### src/rtl/edb_pkg.sv
// ----------------------------------------------------------------------------
// edb_pkg: shared types and constants for the envelope distance bounds unit
// Sample, sum and root widths, the queued sum pair and the queue status.
// ----------------------------------------------------------------------------
`default_nettype none

package edb_pkg;

  localparam int unsigned SAMPLE_W   = 16;
  localparam int unsigned MAG_W      = 16;  // |a - b| of two samples fits 16 bits
  localparam int unsigned SQ_W       = 32;
  localparam int unsigned SUM_W      = 44;
  localparam int unsigned ROOT_W     = 22;
  localparam int unsigned STEP_W     = 5;
  localparam int unsigned SHIFT_W    = 6;
  localparam logic [STEP_W-1:0] LAST_ROOT_STEP = STEP_W'(ROOT_W - 1);

  typedef struct packed {
    logic [SUM_W-1:0] upper;
    logic [SUM_W-1:0] lower;
  } sums_t;

  typedef struct packed {
    logic full;
    logic empty;
  } queue_status_t;

endpackage

`default_nettype wire

### src/rtl/edb_front.sv
// ----------------------------------------------------------------------------
// edb_front: sample intake and accumulation
// Three stages: distances, squares, saturating sums. Pushes sums on last step.
// ----------------------------------------------------------------------------
`default_nettype none

module edb_front import edb_pkg::*; #(
  parameter int unsigned QueueDepth = 2
) (
  input  wire logic                       clk_i,
  input  wire logic                       rst_ni,
  input  wire logic                       in_valid_i,
  output logic                            in_ready_o,
  input  wire logic signed [SAMPLE_W-1:0] query_value_i,
  input  wire logic signed [SAMPLE_W-1:0] env_low_i,
  input  wire logic signed [SAMPLE_W-1:0] env_high_i,
  input  wire logic                       last_step_i,
  input  wire logic                       pop_i,
  output logic                            push_o,
  output sums_t                           push_data_o
);

  localparam int unsigned CntW = $clog2(QueueDepth + 1);

  // credits: queue slots not yet claimed by a last word
  logic [CntW-1:0] credit_q, credit_d;
  logic            accept, take;

  assign in_ready_o = (credit_q != '0);
  assign accept     = in_valid_i & in_ready_o;
  assign take       = accept & last_step_i;

  always_comb begin
    credit_d = credit_q;
    unique case ({take, pop_i})
      2'b10:   credit_d = credit_q - CntW'(1);
      2'b01:   credit_d = credit_q + CntW'(1);
      default: credit_d = credit_q;
    endcase
  end

  // stage 1: magnitudes of both differences, outside flag
  logic signed [SAMPLE_W:0] diff_lo, diff_hi, neg_lo, neg_hi;
  logic [MAG_W-1:0]         mag_lo, mag_hi;
  logic                     outside;

  assign diff_lo = {query_value_i[SAMPLE_W-1], query_value_i}
                 - {env_low_i[SAMPLE_W-1], env_low_i};
  assign diff_hi = {query_value_i[SAMPLE_W-1], query_value_i}
                 - {env_high_i[SAMPLE_W-1], env_high_i};
  assign neg_lo  = '0 - diff_lo;
  assign neg_hi  = '0 - diff_hi;
  assign mag_lo  = diff_lo[SAMPLE_W] ? neg_lo[MAG_W-1:0] : diff_lo[MAG_W-1:0];
  assign mag_hi  = diff_hi[SAMPLE_W] ? neg_hi[MAG_W-1:0] : diff_hi[MAG_W-1:0];
  assign outside = (query_value_i < env_low_i) || (query_value_i > env_high_i);

  logic             s1_valid_q;
  logic [MAG_W-1:0] s1_mag_lo_q, s1_mag_hi_q;
  logic             s1_out_q, s1_last_q;

  // stage 2: squares of the nearer and farther edge
  logic [MAG_W-1:0] mag_min, mag_max;
  logic [SQ_W-1:0]  sq_min, sq_max;

  assign mag_min = (s1_mag_lo_q < s1_mag_hi_q) ? s1_mag_lo_q : s1_mag_hi_q;
  assign mag_max = (s1_mag_lo_q < s1_mag_hi_q) ? s1_mag_hi_q : s1_mag_lo_q;
  assign sq_min  = SQ_W'(mag_min) * SQ_W'(mag_min);
  assign sq_max  = SQ_W'(mag_max) * SQ_W'(mag_max);

  logic            s2_valid_q;
  logic [SQ_W-1:0] s2_min_q, s2_max_q;
  logic            s2_last_q;

  // stage 3: saturating sums
  logic [SUM_W-1:0] lower_sum_q, upper_sum_q;
  logic [SUM_W:0]   lower_wide, upper_wide;
  logic [SUM_W-1:0] lower_sat, upper_sat;

  assign lower_wide = {1'b0, lower_sum_q} + (SUM_W+1)'(s2_min_q);
  assign upper_wide = {1'b0, upper_sum_q} + (SUM_W+1)'(s2_max_q);
  assign lower_sat  = lower_wide[SUM_W] ? '1 : lower_wide[SUM_W-1:0];
  assign upper_sat  = upper_wide[SUM_W] ? '1 : upper_wide[SUM_W-1:0];

  assign push_o            = s2_valid_q & s2_last_q;
  assign push_data_o.lower = lower_sat;
  assign push_data_o.upper = upper_sat;

  always_ff @(posedge clk_i or negedge rst_ni) begin
    if (!rst_ni) begin
      credit_q    <= CntW'(QueueDepth);
      s1_valid_q  <= 1'b0;
      s2_valid_q  <= 1'b0;
      lower_sum_q <= '0;
      upper_sum_q <= '0;
    end else begin
      credit_q   <= credit_d;
      s1_valid_q <= accept;
      s2_valid_q <= s1_valid_q;
      if (s2_valid_q) begin
        if (s2_last_q) begin
          lower_sum_q <= '0;
          upper_sum_q <= '0;
        end else begin
          lower_sum_q <= lower_sat;
          upper_sum_q <= upper_sat;
        end
      end
    end
  end

  always_ff @(posedge clk_i) begin
    if (accept) begin
      s1_mag_lo_q <= mag_lo;
      s1_mag_hi_q <= mag_hi;
      s1_out_q    <= outside;
      s1_last_q   <= last_step_i;
    end
    if (s1_valid_q) begin
      s2_min_q  <= s1_out_q ? sq_min : '0;
      s2_max_q  <= sq_max;
      s2_last_q <= s1_last_q;
    end
  end

endmodule

`default_nettype wire

### src/rtl/edb_queue.sv
// ----------------------------------------------------------------------------
// edb_queue: small queue of finished sum pairs
// Register array with wrap pointers; head is read at the read pointer.
// ----------------------------------------------------------------------------
`default_nettype none

module edb_queue import edb_pkg::*; #(
  parameter int unsigned Depth = 2
) (
  input  wire logic    clk_i,
  input  wire logic    rst_ni,
  input  wire logic    push_i,
  input  wire sums_t   push_data_i,
  input  wire logic    pop_i,
  output sums_t        head_o,
  output queue_status_t status_o
);

  localparam int unsigned PtrW = $clog2(Depth);
  localparam int unsigned CntW = $clog2(Depth + 1);

  sums_t           entries_q [Depth];
  logic [PtrW-1:0] wr_ptr_q, rd_ptr_q;
  logic [CntW-1:0] count_q;

  assign head_o         = entries_q[rd_ptr_q];
  assign status_o.full  = (count_q == CntW'(Depth));
  assign status_o.empty = (count_q == '0);

  always_ff @(posedge clk_i or negedge rst_ni) begin
    if (!rst_ni) begin
      wr_ptr_q <= '0;
      rd_ptr_q <= '0;
      count_q  <= '0;
    end else begin
      if (push_i) begin
        wr_ptr_q <= (wr_ptr_q == PtrW'(Depth - 1)) ? '0 : wr_ptr_q + PtrW'(1);
      end
      if (pop_i) begin
        rd_ptr_q <= (rd_ptr_q == PtrW'(Depth - 1)) ? '0 : rd_ptr_q + PtrW'(1);
      end
      unique case ({push_i, pop_i})
        2'b10:   count_q <= count_q + CntW'(1);
        2'b01:   count_q <= count_q - CntW'(1);
        default: count_q <= count_q;
      endcase
    end
  end

  always_ff @(posedge clk_i) begin
    if (push_i) begin
      entries_q[wr_ptr_q] <= push_data_i;
    end
  end

endmodule

`default_nettype wire

### src/rtl/edb_isqrt.sv
// ----------------------------------------------------------------------------
// edb_isqrt: iterative floor square root of a 44-bit sum
// One result bit per cycle; done pulses after the last step.
// ----------------------------------------------------------------------------
`default_nettype none

module edb_isqrt import edb_pkg::*; (
  input  wire logic             clk_i,
  input  wire logic             rst_ni,
  input  wire logic             start_i,
  input  wire logic [SUM_W-1:0] operand_i,
  output logic [ROOT_W-1:0]     root_o,
  output logic                  done_o
);

  logic [SUM_W-1:0]   rem_q, rem_d;
  logic [SUM_W-1:0]   res_q, res_d;
  logic [STEP_W-1:0]  step_q;
  logic               running_q, done_q;
  logic [SHIFT_W-1:0] sh;
  logic [SUM_W-1:0]   bit_val, trial;

  // bit starts at 2^42 and moves down two places per step
  assign sh      = SHIFT_W'(SUM_W - 2) - {step_q, 1'b0};
  assign bit_val = {{(SUM_W-1){1'b0}}, 1'b1} << sh;
  assign trial   = res_q + bit_val;

  always_comb begin
    if (rem_q >= trial) begin
      rem_d = rem_q - trial;
      res_d = (res_q >> 1) + bit_val;
    end else begin
      rem_d = rem_q;
      res_d = res_q >> 1;
    end
  end

  assign root_o = res_q[ROOT_W-1:0];
  assign done_o = done_q;

  always_ff @(posedge clk_i or negedge rst_ni) begin
    if (!rst_ni) begin
      running_q <= 1'b0;
      done_q    <= 1'b0;
      step_q    <= '0;
    end else begin
      done_q <= running_q && (step_q == LAST_ROOT_STEP) && !start_i;
      if (start_i) begin
        running_q <= 1'b1;
        step_q    <= '0;
      end else if (running_q) begin
        step_q <= step_q + STEP_W'(1);
        if (step_q == LAST_ROOT_STEP) begin
          running_q <= 1'b0;
        end
      end
    end
  end

  always_ff @(posedge clk_i) begin
    if (start_i) begin
      rem_q <= operand_i;
      res_q <= '0;
    end else if (running_q) begin
      rem_q <= rem_d;
      res_q <= res_d;
    end
  end

endmodule

`default_nettype wire

### src/rtl/edb_back.sv
// ----------------------------------------------------------------------------
// edb_back: root stage and result register
// Pops one sum pair, runs both roots side by side, holds the result word.
// ----------------------------------------------------------------------------
`default_nettype none

module edb_back import edb_pkg::*; (
  input  wire logic          clk_i,
  input  wire logic          rst_ni,
  input  wire sums_t         head_i,
  input  wire queue_status_t status_i,
  output logic               pop_o,
  output logic               out_valid_o,
  input  wire logic          out_ready_i,
  output logic [ROOT_W-1:0]  lower_bound_o,
  output logic [ROOT_W-1:0]  upper_bound_o
);

  typedef enum logic [2:0] {
    S_IDLE = 3'b001,
    S_ROOT = 3'b010,
    S_HOLD = 3'b100
  } back_state_e;

  back_state_e        state_q, state_d;
  logic [ROOT_W-1:0]  lower_root, upper_root;
  logic [ROOT_W-1:0]  lower_q, upper_q;
  logic               lower_done, upper_done;

  assign pop_o = (state_q == S_IDLE) && !status_i.empty;

  edb_isqrt u_root_lower (
    .clk_i     (clk_i),
    .rst_ni    (rst_ni),
    .start_i   (pop_o),
    .operand_i (head_i.lower),
    .root_o    (lower_root),
    .done_o    (lower_done)
  );

  edb_isqrt u_root_upper (
    .clk_i     (clk_i),
    .rst_ni    (rst_ni),
    .start_i   (pop_o),
    .operand_i (head_i.upper),
    .root_o    (upper_root),
    .done_o    (upper_done)
  );

  always_comb begin
    state_d = state_q;
    unique case (state_q)
      S_IDLE: if (pop_o) state_d = S_ROOT;
      S_ROOT: if (lower_done && upper_done) state_d = S_HOLD;
      S_HOLD: if (out_ready_i) state_d = S_IDLE;
      default: state_d = S_IDLE;
    endcase
  end

  assign out_valid_o   = (state_q == S_HOLD);
  assign lower_bound_o = lower_q;
  assign upper_bound_o = upper_q;

  always_ff @(posedge clk_i or negedge rst_ni) begin
    if (!rst_ni) begin
      state_q <= S_IDLE;
    end else begin
      state_q <= state_d;
    end
  end

  always_ff @(posedge clk_i) begin
    if ((state_q == S_ROOT) && lower_done && upper_done) begin
      lower_q <= lower_root;
      upper_q <= upper_root;
    end
  end

endmodule

`default_nettype wire

### src/rtl/envelope_distance_bounds_unit.sv
// ----------------------------------------------------------------------------
// envelope_distance_bounds_unit: lower/upper envelope distance bounds
// Input: one word per cycle while a queue credit remains.
// A last word passes the three-stage front, the queue and the 22-step root
// unit, then the result register.
// Root unit frees a queue slot each time it pops a sum pair; ready drops once QueueDepth wait.
// Reset (rst_ni low, async) clears both sums, queue, credits and root state.
// ----------------------------------------------------------------------------
`default_nettype none

module envelope_distance_bounds_unit import edb_pkg::*; #(
  parameter int unsigned QueueDepth = 2  // sum pairs buffered, 2 or more
) (
  input  wire logic        clk_i,
  input  wire logic        rst_ni,
  // input words
  input  wire logic        s_axis_tvalid,
  output logic             s_axis_tready,
  input  wire logic [47:0] s_axis_tdata,  // [15:0] query_value, [31:16] env_low,
                                          // [47:32] env_high
  input  wire logic        s_axis_tlast,  // last_step
  // result words
  output logic             m_axis_tvalid,
  input  wire logic        m_axis_tready,
  output logic [47:0]      m_axis_tdata   // [21:0] lower_bound, [43:22] upper_bound,
                                          // [47:44] zero
);

  // front -> queue
  logic          push;
  sums_t         push_data;
  // queue -> back
  sums_t         head;
  queue_status_t q_status;
  logic          pop;

  logic [ROOT_W-1:0] lower_bound, upper_bound;

  // Front: distances, squares, saturating sums; a word per cycle while credits last.
  // It holds one credit per queue slot so a last word never finds the queue full.
  edb_front #(
    .QueueDepth (QueueDepth)
  ) u_front (
    .clk_i         (clk_i),
    .rst_ni        (rst_ni),
    .in_valid_i    (s_axis_tvalid),
    .in_ready_o    (s_axis_tready),
    .query_value_i (s_axis_tdata[15:0]),
    .env_low_i     (s_axis_tdata[31:16]),
    .env_high_i    (s_axis_tdata[47:32]),
    .last_step_i   (s_axis_tlast),
    .pop_i         (pop),
    .push_o        (push),
    .push_data_o   (push_data)
  );

  // Queue of finished sum pairs, decouples the front from the root stage.
  edb_queue #(
    .Depth (QueueDepth)
  ) u_queue (
    .clk_i       (clk_i),
    .rst_ni      (rst_ni),
    .push_i      (push),
    .push_data_i (push_data),
    .pop_i       (pop),
    .head_o      (head),
    .status_o    (q_status)
  );

  // Back: both roots in parallel, then the result register.
  edb_back u_back (
    .clk_i         (clk_i),
    .rst_ni        (rst_ni),
    .head_i        (head),
    .status_i      (q_status),
    .pop_o         (pop),
    .out_valid_o   (m_axis_tvalid),
    .out_ready_i   (m_axis_tready),
    .lower_bound_o (lower_bound),
    .upper_bound_o (upper_bound)
  );

  assign m_axis_tdata = {4'b0000, upper_bound, lower_bound};

`ifndef SYNTHESIS
  // credits must keep the queue from overflowing
  assert property (@(posedge clk_i) disable iff (!rst_ni)
    push |-> (!q_status.full || pop))
    else $error("push into full queue");

  assert property (@(posedge clk_i) disable iff (!rst_ni)
    pop |-> !q_status.empty)
    else $error("pop from empty queue");

  // lower sum never exceeds upper sum, so neither do their roots
  assert property (@(posedge clk_i) disable iff (!rst_ni)
    m_axis_tvalid |-> (m_axis_tdata[21:0] <= m_axis_tdata[43:22]))
    else $error("lower bound above upper bound");

  assert property (@(posedge clk_i) disable iff (!rst_ni)
    push |-> (push_data.lower <= push_data.upper))
    else $error("lower sum above upper sum");
`endif

endmodule

`default_nettype wire

### config.mk
export PLATFORM = sky130hd
export DESIGN_NAME = envelope_distance_bounds_unit
export DESIGN_NICKNAME = d
export VERILOG_FILES = /design/src/rtl/edb_pkg.sv /design/src/rtl/edb_front.sv /design/src/rtl/edb_queue.sv /design/src/rtl/edb_isqrt.sv /design/src/rtl/edb_back.sv /design/src/rtl/envelope_distance_bounds_unit.sv
export SDC_FILE = /design/constraint.sdc
export NUM_CORES = 2
export LEC_CHECK = 0
export ABC_AREA = 1
export BUFFER_PORTS_ARGS = -buffer_cell sky130_fd_sc_hd__buf_4
export CORE_MARGIN = 2
export CORE_UTILIZATION = 50
export CTS_CLUSTER_SIZE = 25
export DETAILED_ROUTE_END_ITERATION = 7
export GPL_ROUTABILITY_DRIVEN = 0
export PLACE_DENSITY = 0.66
export SLEW_MARGIN = 15
export SYNTH_ARGS = -nofsm -noshare
export SYNTH_HDL_FRONTEND = slang
export SYNTH_SLANG_ARGS = --single-unit
### constraint.sdc
create_clock -name clk_i -period 9.1 [get_ports clk_i]
set_input_delay 1.82 -clock clk_i [delete_from_list [all_inputs] [get_ports clk_i]]
set_output_delay 1.82 -clock clk_i [all_outputs]
set_load 0.03 [all_outputs]
After elaboration in Yosys (flattened, before gate mapping)

Memory sizes are Yosys's and may differ from the RTL's.
Index checks and enable logic that the tools add are counted.

Flip-flop bits (word level): 432
Memory bits (writable): 176
Input bits: 53
Output and inout bits: 50
Logic and storage cells: 133
Memories kept: 1

Memory list:

| name              | depth | width | rd ports | clocked after memory_dff | wr ports | line            | source |
|---|---|---|---|---|---|---|---|
| u_queue.entries_q | 2     | 88    | 1        | 0                        | 1        | edb_queue.sv:22 | `sums_t entries_q [Depth];` |

Add/subtract/negate cells: 22
$mul: 2
Order comparisons: 5
Equal/unequal tests: 12
Shift-type cells: 2
Multiplexer cells: 36
Bitwise logic cells: 3
Reduce and logical (&&, ||, !) cells: 22

Operators by type and width:

| operator                                          | count |
|---|---|
| two-way mux 44 bit                                | 12 |
| adder 44 x 32 -> 45 bit                           | 2 |
| adder 43 x 44 -> 44 bit                           | 2 |
| adder 44 bit                                      | 2 |
| >= comparator 44 bit                              | 2 |
| << shifter 1 x 6 -> 44 bit, first input constant  | 2 |
| subtractor 44 bit                                 | 2 |
| multiplier 16 x 16 -> 32 bit                      | 2 |
| two-way mux 16 bit                                | 4 |
| subtractor 16 x 16 -> 17 bit                      | 2 |
| < comparator 16 bit                               | 2 |
| subtractor 1 x 16 -> 16 bit, first input constant | 2 |
| two-way mux 5 bit                                 | 4 |
| > comparator 16 bit                               | 1 |
| nonzero test 2 bit                                | 7 |
| subtractor 6 bit, first input constant            | 2 |
| adder 5 x 1 -> 5 bit, second input constant       | 2 |
| == test 5 bit, second input constant              | 2 |
| two-way mux 1 bit                                 | 10 |
| two-way mux 3 bit                                 | 3 |
| one-hot mux 3 bit (3 select lines)                | 1 |
| logical AND 1 bit                                 | 8 |
| one-hot mux 2 bit (2 select lines)                | 2 |
| adder 2 x 1 -> 2 bit, second input constant       | 2 |
| other kinds (15)                                  | 24 |

Logic depth before layout (Yosys ltp)

Word-level depth: 7
Mapped depth: 39
Depth with buffers taken out: 37

Cells and area by module

From an unflattened synthesis, not the netlist that was laid out.

Cell total of the unflattened synthesis: 8620
Area total of the unflattened synthesis: 62307.3 um^2

Modules (own cells, without submodules):

| module                           | times used | cells an instance | area an instance (um^2) | sequential area each (um^2) |
|---|---|---|---|---|
| edb_front                        | 1          | 4013              | 29853.6                 | 5216.3 |
| edb_isqrt at u_back.u_root_lower | 1          | 2019              | 12155.4                 | 2377.3 |
| edb_isqrt at u_back.u_root_upper | 1          | 2034              | 12039.0                 | 2377.3 |
| edb_queue                        | 1          | 483               | 6725.2                  | 5385.2 |
| edb_back                         | 1          | 66                | 1500.2                  | 1397.6 |
| envelope_distance_bounds_unit    | 1          | 5                 | 33.8                    | 0.0 |

Worst setup path before layout

No wires, ideal clock.

Path kind: register to register
From: register u_back.u_root_lower.step_q[1]
To: register u_back.u_root_lower.rem_q[0] (enable)
Library setup time: 472 ps
Arrival time: 6743 ps
Required time: 8628 ps
Path slack: 1885 ps
Cell stages (with the launch flop): 29
Buffers on the path: 1
Clock period less this slack: 7215 ps
Cell sequence: dfrtp_1 inv_1 o21ai_0 xor2_1 inv_1 nor2_1 ha_1 ha_1 nand2_1 a21oi_2 nand2_1 nand2_1 nand2_1 a21oi_1 inv_1 o21ai_1 nand2_1 nand2_1 xnor2_1 ha_1 nand2_1 nor2_2 nand2_1 nor2_1 nand4_1 nor3_2 nor2_4 buf_2 a31oi_1

Longest elaborated chain between the ends: 6

Ends and longest elaborated chain:

| what                                 | line            | source |
|---|---|---|
| from (decl)                          | edb_isqrt.sv:18 | `logic [STEP_W-1:0] step_q;` |
| from (signal assigned)               | edb_isqrt.sv:52 | `step_q <= step_q + STEP_W'(1);` |
| subtractor 6 bit                     | edb_isqrt.sv:24 | `assign sh = SHIFT_W'(SUM_W - 2) - {step_q, 1'b0};` |
| << shifter 1 x 6 -> 44 bit           | edb_isqrt.sv:25 | `assign bit_val = {{(SUM_W-1){1'b0}}, 1'b1} << sh;` |
| adder 44 bit                         | edb_isqrt.sv:26 | `assign trial = res_q + bit_val;` |
| >= comparator 44 bit                 | edb_isqrt.sv:29 | `if (rem_q >= trial) begin` |
| nonzero test 2 bit (no source line)  | n/a             |  |
| AND reduction 2 bit (no source line) | n/a             |  |
| to (signal assigned)                 | edb_isqrt.sv:62 | `rem_q <= operand_i;` |
| to (signal assigned)                 | edb_isqrt.sv:65 | `rem_q <= rem_d;` |
| to (decl)                            | edb_isqrt.sv:16 | `logic [SUM_W-1:0] rem_q, rem_d;` |

Every way passes these cells.
A chain may end at the register's enable or synchronous reset.

Worst setup path after layout

From: register u_front.s1_mag_lo_q[13]
To: register u_front.s2_max_q[31], data pin

Longest elaborated chain between the ends: 3

Ends and longest elaborated chain:

| what                           | line             | source |
|---|---|---|
| from (decl)                    | edb_front.sv:58  | `logic [MAG_W-1:0] s1_mag_lo_q, s1_mag_hi_q;` |
| from (signal assigned)         | edb_front.sv:113 | `s1_mag_lo_q <= mag_lo;` |
| < comparator 16 bit            | edb_front.sv:66  | `assign mag_max = (s1_mag_lo_q < s1_mag_hi_q) ? s1_mag_hi_q : s1_mag_lo_q;` |
| two-way mux 16 bit *           | edb_front.sv:66  |  |
| multiplier 16 x 16 -> 32 bit * | edb_front.sv:68  | `assign sq_max = SQ_W'(mag_max) * SQ_W'(mag_max);` |
| named net u_front.sq_max[31]   | edb_front.sv:63  | `logic [SQ_W-1:0] sq_min, sq_max;` |
| to (signal assigned)           | edb_front.sv:120 | `s2_max_q <= sq_max;` |
| to (decl)                      | edb_front.sv:71  | `logic [SQ_W-1:0] s2_min_q, s2_max_q;` |

The timed path passes the listed nets; every way through them passes the cells marked *.

==> impl_metrics.py <==
metrics = {
    "grt": {
        "antenna_found_initial": 0,
        "grt_max_degree": 84,
        "grt_use_total_pct": 28.7,
        "grt_pass1_wl_um": 293000,
        "gr-total-overflow": 0,
        "grt_pass1_vias": 56757,
    },
    "timing": {
        "setup-tns-final_ns": 0,
        "fmax_mhz": 125,
        "setup_viol": 0,
        "grt_setup_unrepaired": "false",
        "post-route-min-period_ns": 8.02,
        "final.period_utilization_pct": 88.1,
        "hold_viol_final": 0,
        "worst_slew_pin_slew_ns": 1.12,
        "relSlewSlack_pct": 25.1,
        "finalMaxSlewViolations": 0,
        "skew_ns": 0.0294,
    },
    "critical_path": {
        "crit_buf_inv": 9,
        "crit_path_end_kind": "register",
        "cp_max_fo": 66,
        "r2r_slack_ns": 1.08,
        "arrival_ns": 8.44,
        "cp_slowest_cell": "nand2_4",
        "critPathKind": "reg -> reg",
        "critPathRequiredTime_ns": 9.52,
        "cp_top_family": "adder cells",
        "start_kind": "register",
        "max_stage_delay_ns": 0.71,
        "path_common_cell": "inv_1",
    },
    "synthesis": {
        "syn_area_per_cell_sq_um": 7.16,
        "syn_area_sq_mm": 0.0624,
        "async_flop_share_pct": 18.6,
        "ys_ff_latch": 606,
        "synth_edf_count": 405,
        "synth_warnings": 0,
        "synth_cell_types": 64,
        "syn-instance-count": 8710,
        "synth_flop_cell": "edfxtp_1",
        "yosysSeqAreaShare_pct": 26.9,
    },
    "floorplan": {
        "io_pins": 103,
        "die_h_um": 357,
        "fp.dieArea_sq_mm": 0.128,
        "start_util_pct": 50.4,
        "num_rows": 129,
        "die-width_um": 357,
        "core_sq_mm": 0.124,
    },
    "clock_network": {
        "clock_latency_ns": 0.69,
        "cts_tree": "built",
        "cts.sinks": 606,
        "cts_hold_buf": 0,
        "cts_buffers": 71,
        "clkTransAtPathRegs_ns": 0.06,
        "cts_resized": 0,
        "cts_max_level": 3,
        "postCtsSetupBuffers": 0,
        "cts_buffer_depth": 3,
        "ctsRootBufferMaster": "clkbuf_16",
    },
    "final_layout": {
        "drive_gt1_share_pct": 4.43,
        "nets": 9652,
        "fillers": 11892,
        "multi_input_area_sq_mm": 0.0394,
        "seqCellArea_sq_mm": 0.0168,
        "diodes": 0,
        "area_growth_syn_to_layout_pct": 7.76,
    },
    "route": {
        "first_iter_violations": 4825,
        "drc_errors": 11,
        "avgViaCountPerCell": 5.47,
        "wl_per_cell_um": 17.5,
        "antenna_left": 0,
        "drt_pre_antenna_iters": 8,
        "num_vias": 57267,
        "drt-total-wl_um": 183000,
    },
    "status": {
        "violations": "DRC",
        "status": "finished with violations",
    },
    "min_path": {
        "hp-class": "reg -> reg",
    },
    "placed_design": {
        "portBuffers": 98,
        "hpwl_um": 148000,
    },
    "job": {
        "drv_cap": 0,
    },
}
-- sequential cells by signal, indices dropped and copies added (netlist names), 2 cells and up --
name and count:
u_back.lower_bound_o 22, u_back.state_q 3, u_back.u_root_lower.rem_q 44, u_back.u_root_lower.res_q 44, u_back.u_root_lower.step_q 5, u_back.u_root_upper.rem_q 44, u_back.u_root_upper.res_q 44, u_back.u_root_upper.step_q 5
u_back.upper_bound_o 22, u_front.credit_q 2, u_front.lower_sum_q 44, u_front.s1_mag_hi_q 16, u_front.s1_mag_lo_q 16, u_front.s2_max_q 31, u_front.s2_min_q 31, u_front.upper_sum_q 44
u_queue.count_q 2, u_queue.entries_q 176
-- final cells by class --
| class | count | area share (%) |
|---|---|---|
| multi-input combinational | 6488 | 58.6 |
| inverter | 1475 | 8.24 |
| tap | 1637 | 3.05 |
| timing repair buffer | 126 | 1.41 |
| sequential | 606 | 24.9 |
| clock inverter | 44 | 0.951 |
| clock buffer | 87 | 2.82 |
-- stage by stage --
stage,instance area [sq um],setup slack (ns),cells,hold WS (ns),util [%]
global route,67200,0.560,10463,0.476,54.3
detailed placement,64700,1.17,10332,0.422,52.2
global placement,64700,1.33,10332,0.408,52.2
finish,67200,1.08,10463,0.452,54.3
CTS,67200,1.14,10463,0.459,54.3
floorplan,62400,1.89,8713,0.400,-
-- placed cells by master (no fill, tap or decap), types with 12 or more instances in the layout --
master / Yosys / final
ha_1: 502 / 502
nand2_1: 2455 / 2455
inv_1: 1445 / 1444
o21a_1: 14 / 14
buf_4: 11 / 125
or2_2: 12 / 12
a31oi_1: 46 / 44
a21oi_1: 443 / 443
nor2_1: 884 / 880
nand2_2: 13 / 12
o211ai_1: 12 / 12
dfrtp_1: 111 / 109
xor2_1: 177 / 177
nand4_1: 109 / 109
o21ai_0: 435 / 435
xnor2_1: 96 / 96
o21bai_1: 52 / 52
nand3_1: 519 / 519
nand3b_1: 16 / 16
nor3_1: 95 / 95
edfxtp_1: 405 / 405
nor2_2: 13 / 14
o21ai_4: 13 / 13
a21boi_0: 12 / 12
clkbuf_16: 0 / 72
a21o_1: 65 / 65
nand3_2: 15 / 15
o21ai_1: 23 / 23
nor4_1: 23 / 23
o31ai_1: 14 / 14
o21ai_2: 23 / 23
inv_2: 27 / 28
fa_1: 329 / 329
dfxtp_1: 88 / 88
-- metal layers --
layer  track usage, %  wire [um]  up-vias
met4             13.8       9400        0
met3             3.27      11200      500
met5                0          0        -
met2             49.9      87400     2126
li1                 -          -    28102
met1             35.5      74900    26539
-- cell usage after synthesis, drive strengths merged, types with 9 or more instances --
master	n	area [sq um]
inv	1473	5530
o31ai	14	105
nand2	2471	9330
o21ai	494	2710
and3	11	68.8
nand3	535	2770
a31oi	46	288
o211ai	12	90.1
buf	79	531
edfxtp	405	12200
xor2	177	1550
dfrtp	111	2780
nand3b	16	120
nor4	24	156
ha	502	6280
dfxtp	88	1760
nor3	98	505
a21boi	13	97.6
mux2i	9	90.1
fa	329	6590
a21o	65	488
clkbuf	65	244
or2	12	75.1
a21oi	447	2250
o21a	14	105
o21bai	52	390
xnor2	96	841
nand4	109	682
nor2	898	3410
-- final timing paths --
| path | startpoint | end | cells past startpoint |
|---|---|---|---|
| worst max register to register | u_front.s1_mag_lo_q[13] | u_front.s2_max_q[31] | 31 |
| max in group asynchronous | rst_ni | u_front.s1_valid_q | 2 |
| worst max-delay path | u_front.s1_mag_lo_q[13] | u_front.s2_max_q[31] | 31 |
| worst min-delay path | u_front.s1_last_q | u_front.s2_last_q | 0 |
| min in group asynchronous | rst_ni | u_back.state_q[2] | 1 |
| worst min register to register | u_front.s1_last_q | u_front.s2_last_q | 0 |
-- kinds of logic after synthesis --
| group | after synthesis | share of synthesized area (%) |
|---|---|---|
| fa+ha+maj | 831 | 20.6 |
| mux | 10 | 0.162 |
| compound gates | 1188 | 10.9 |
| simple gates | 4182 | 27.5 |
| xor+xnor | 273 | 3.83 |
| other cells | 1 | 0.00601 |
| flops | 606 | 26.9 |
| buf+inv | 1619 | 10.1 |
Power is left out: the tool's default activity adds up to more than one toggle a clock period on the data nets, which glitch-free logic cannot reach.
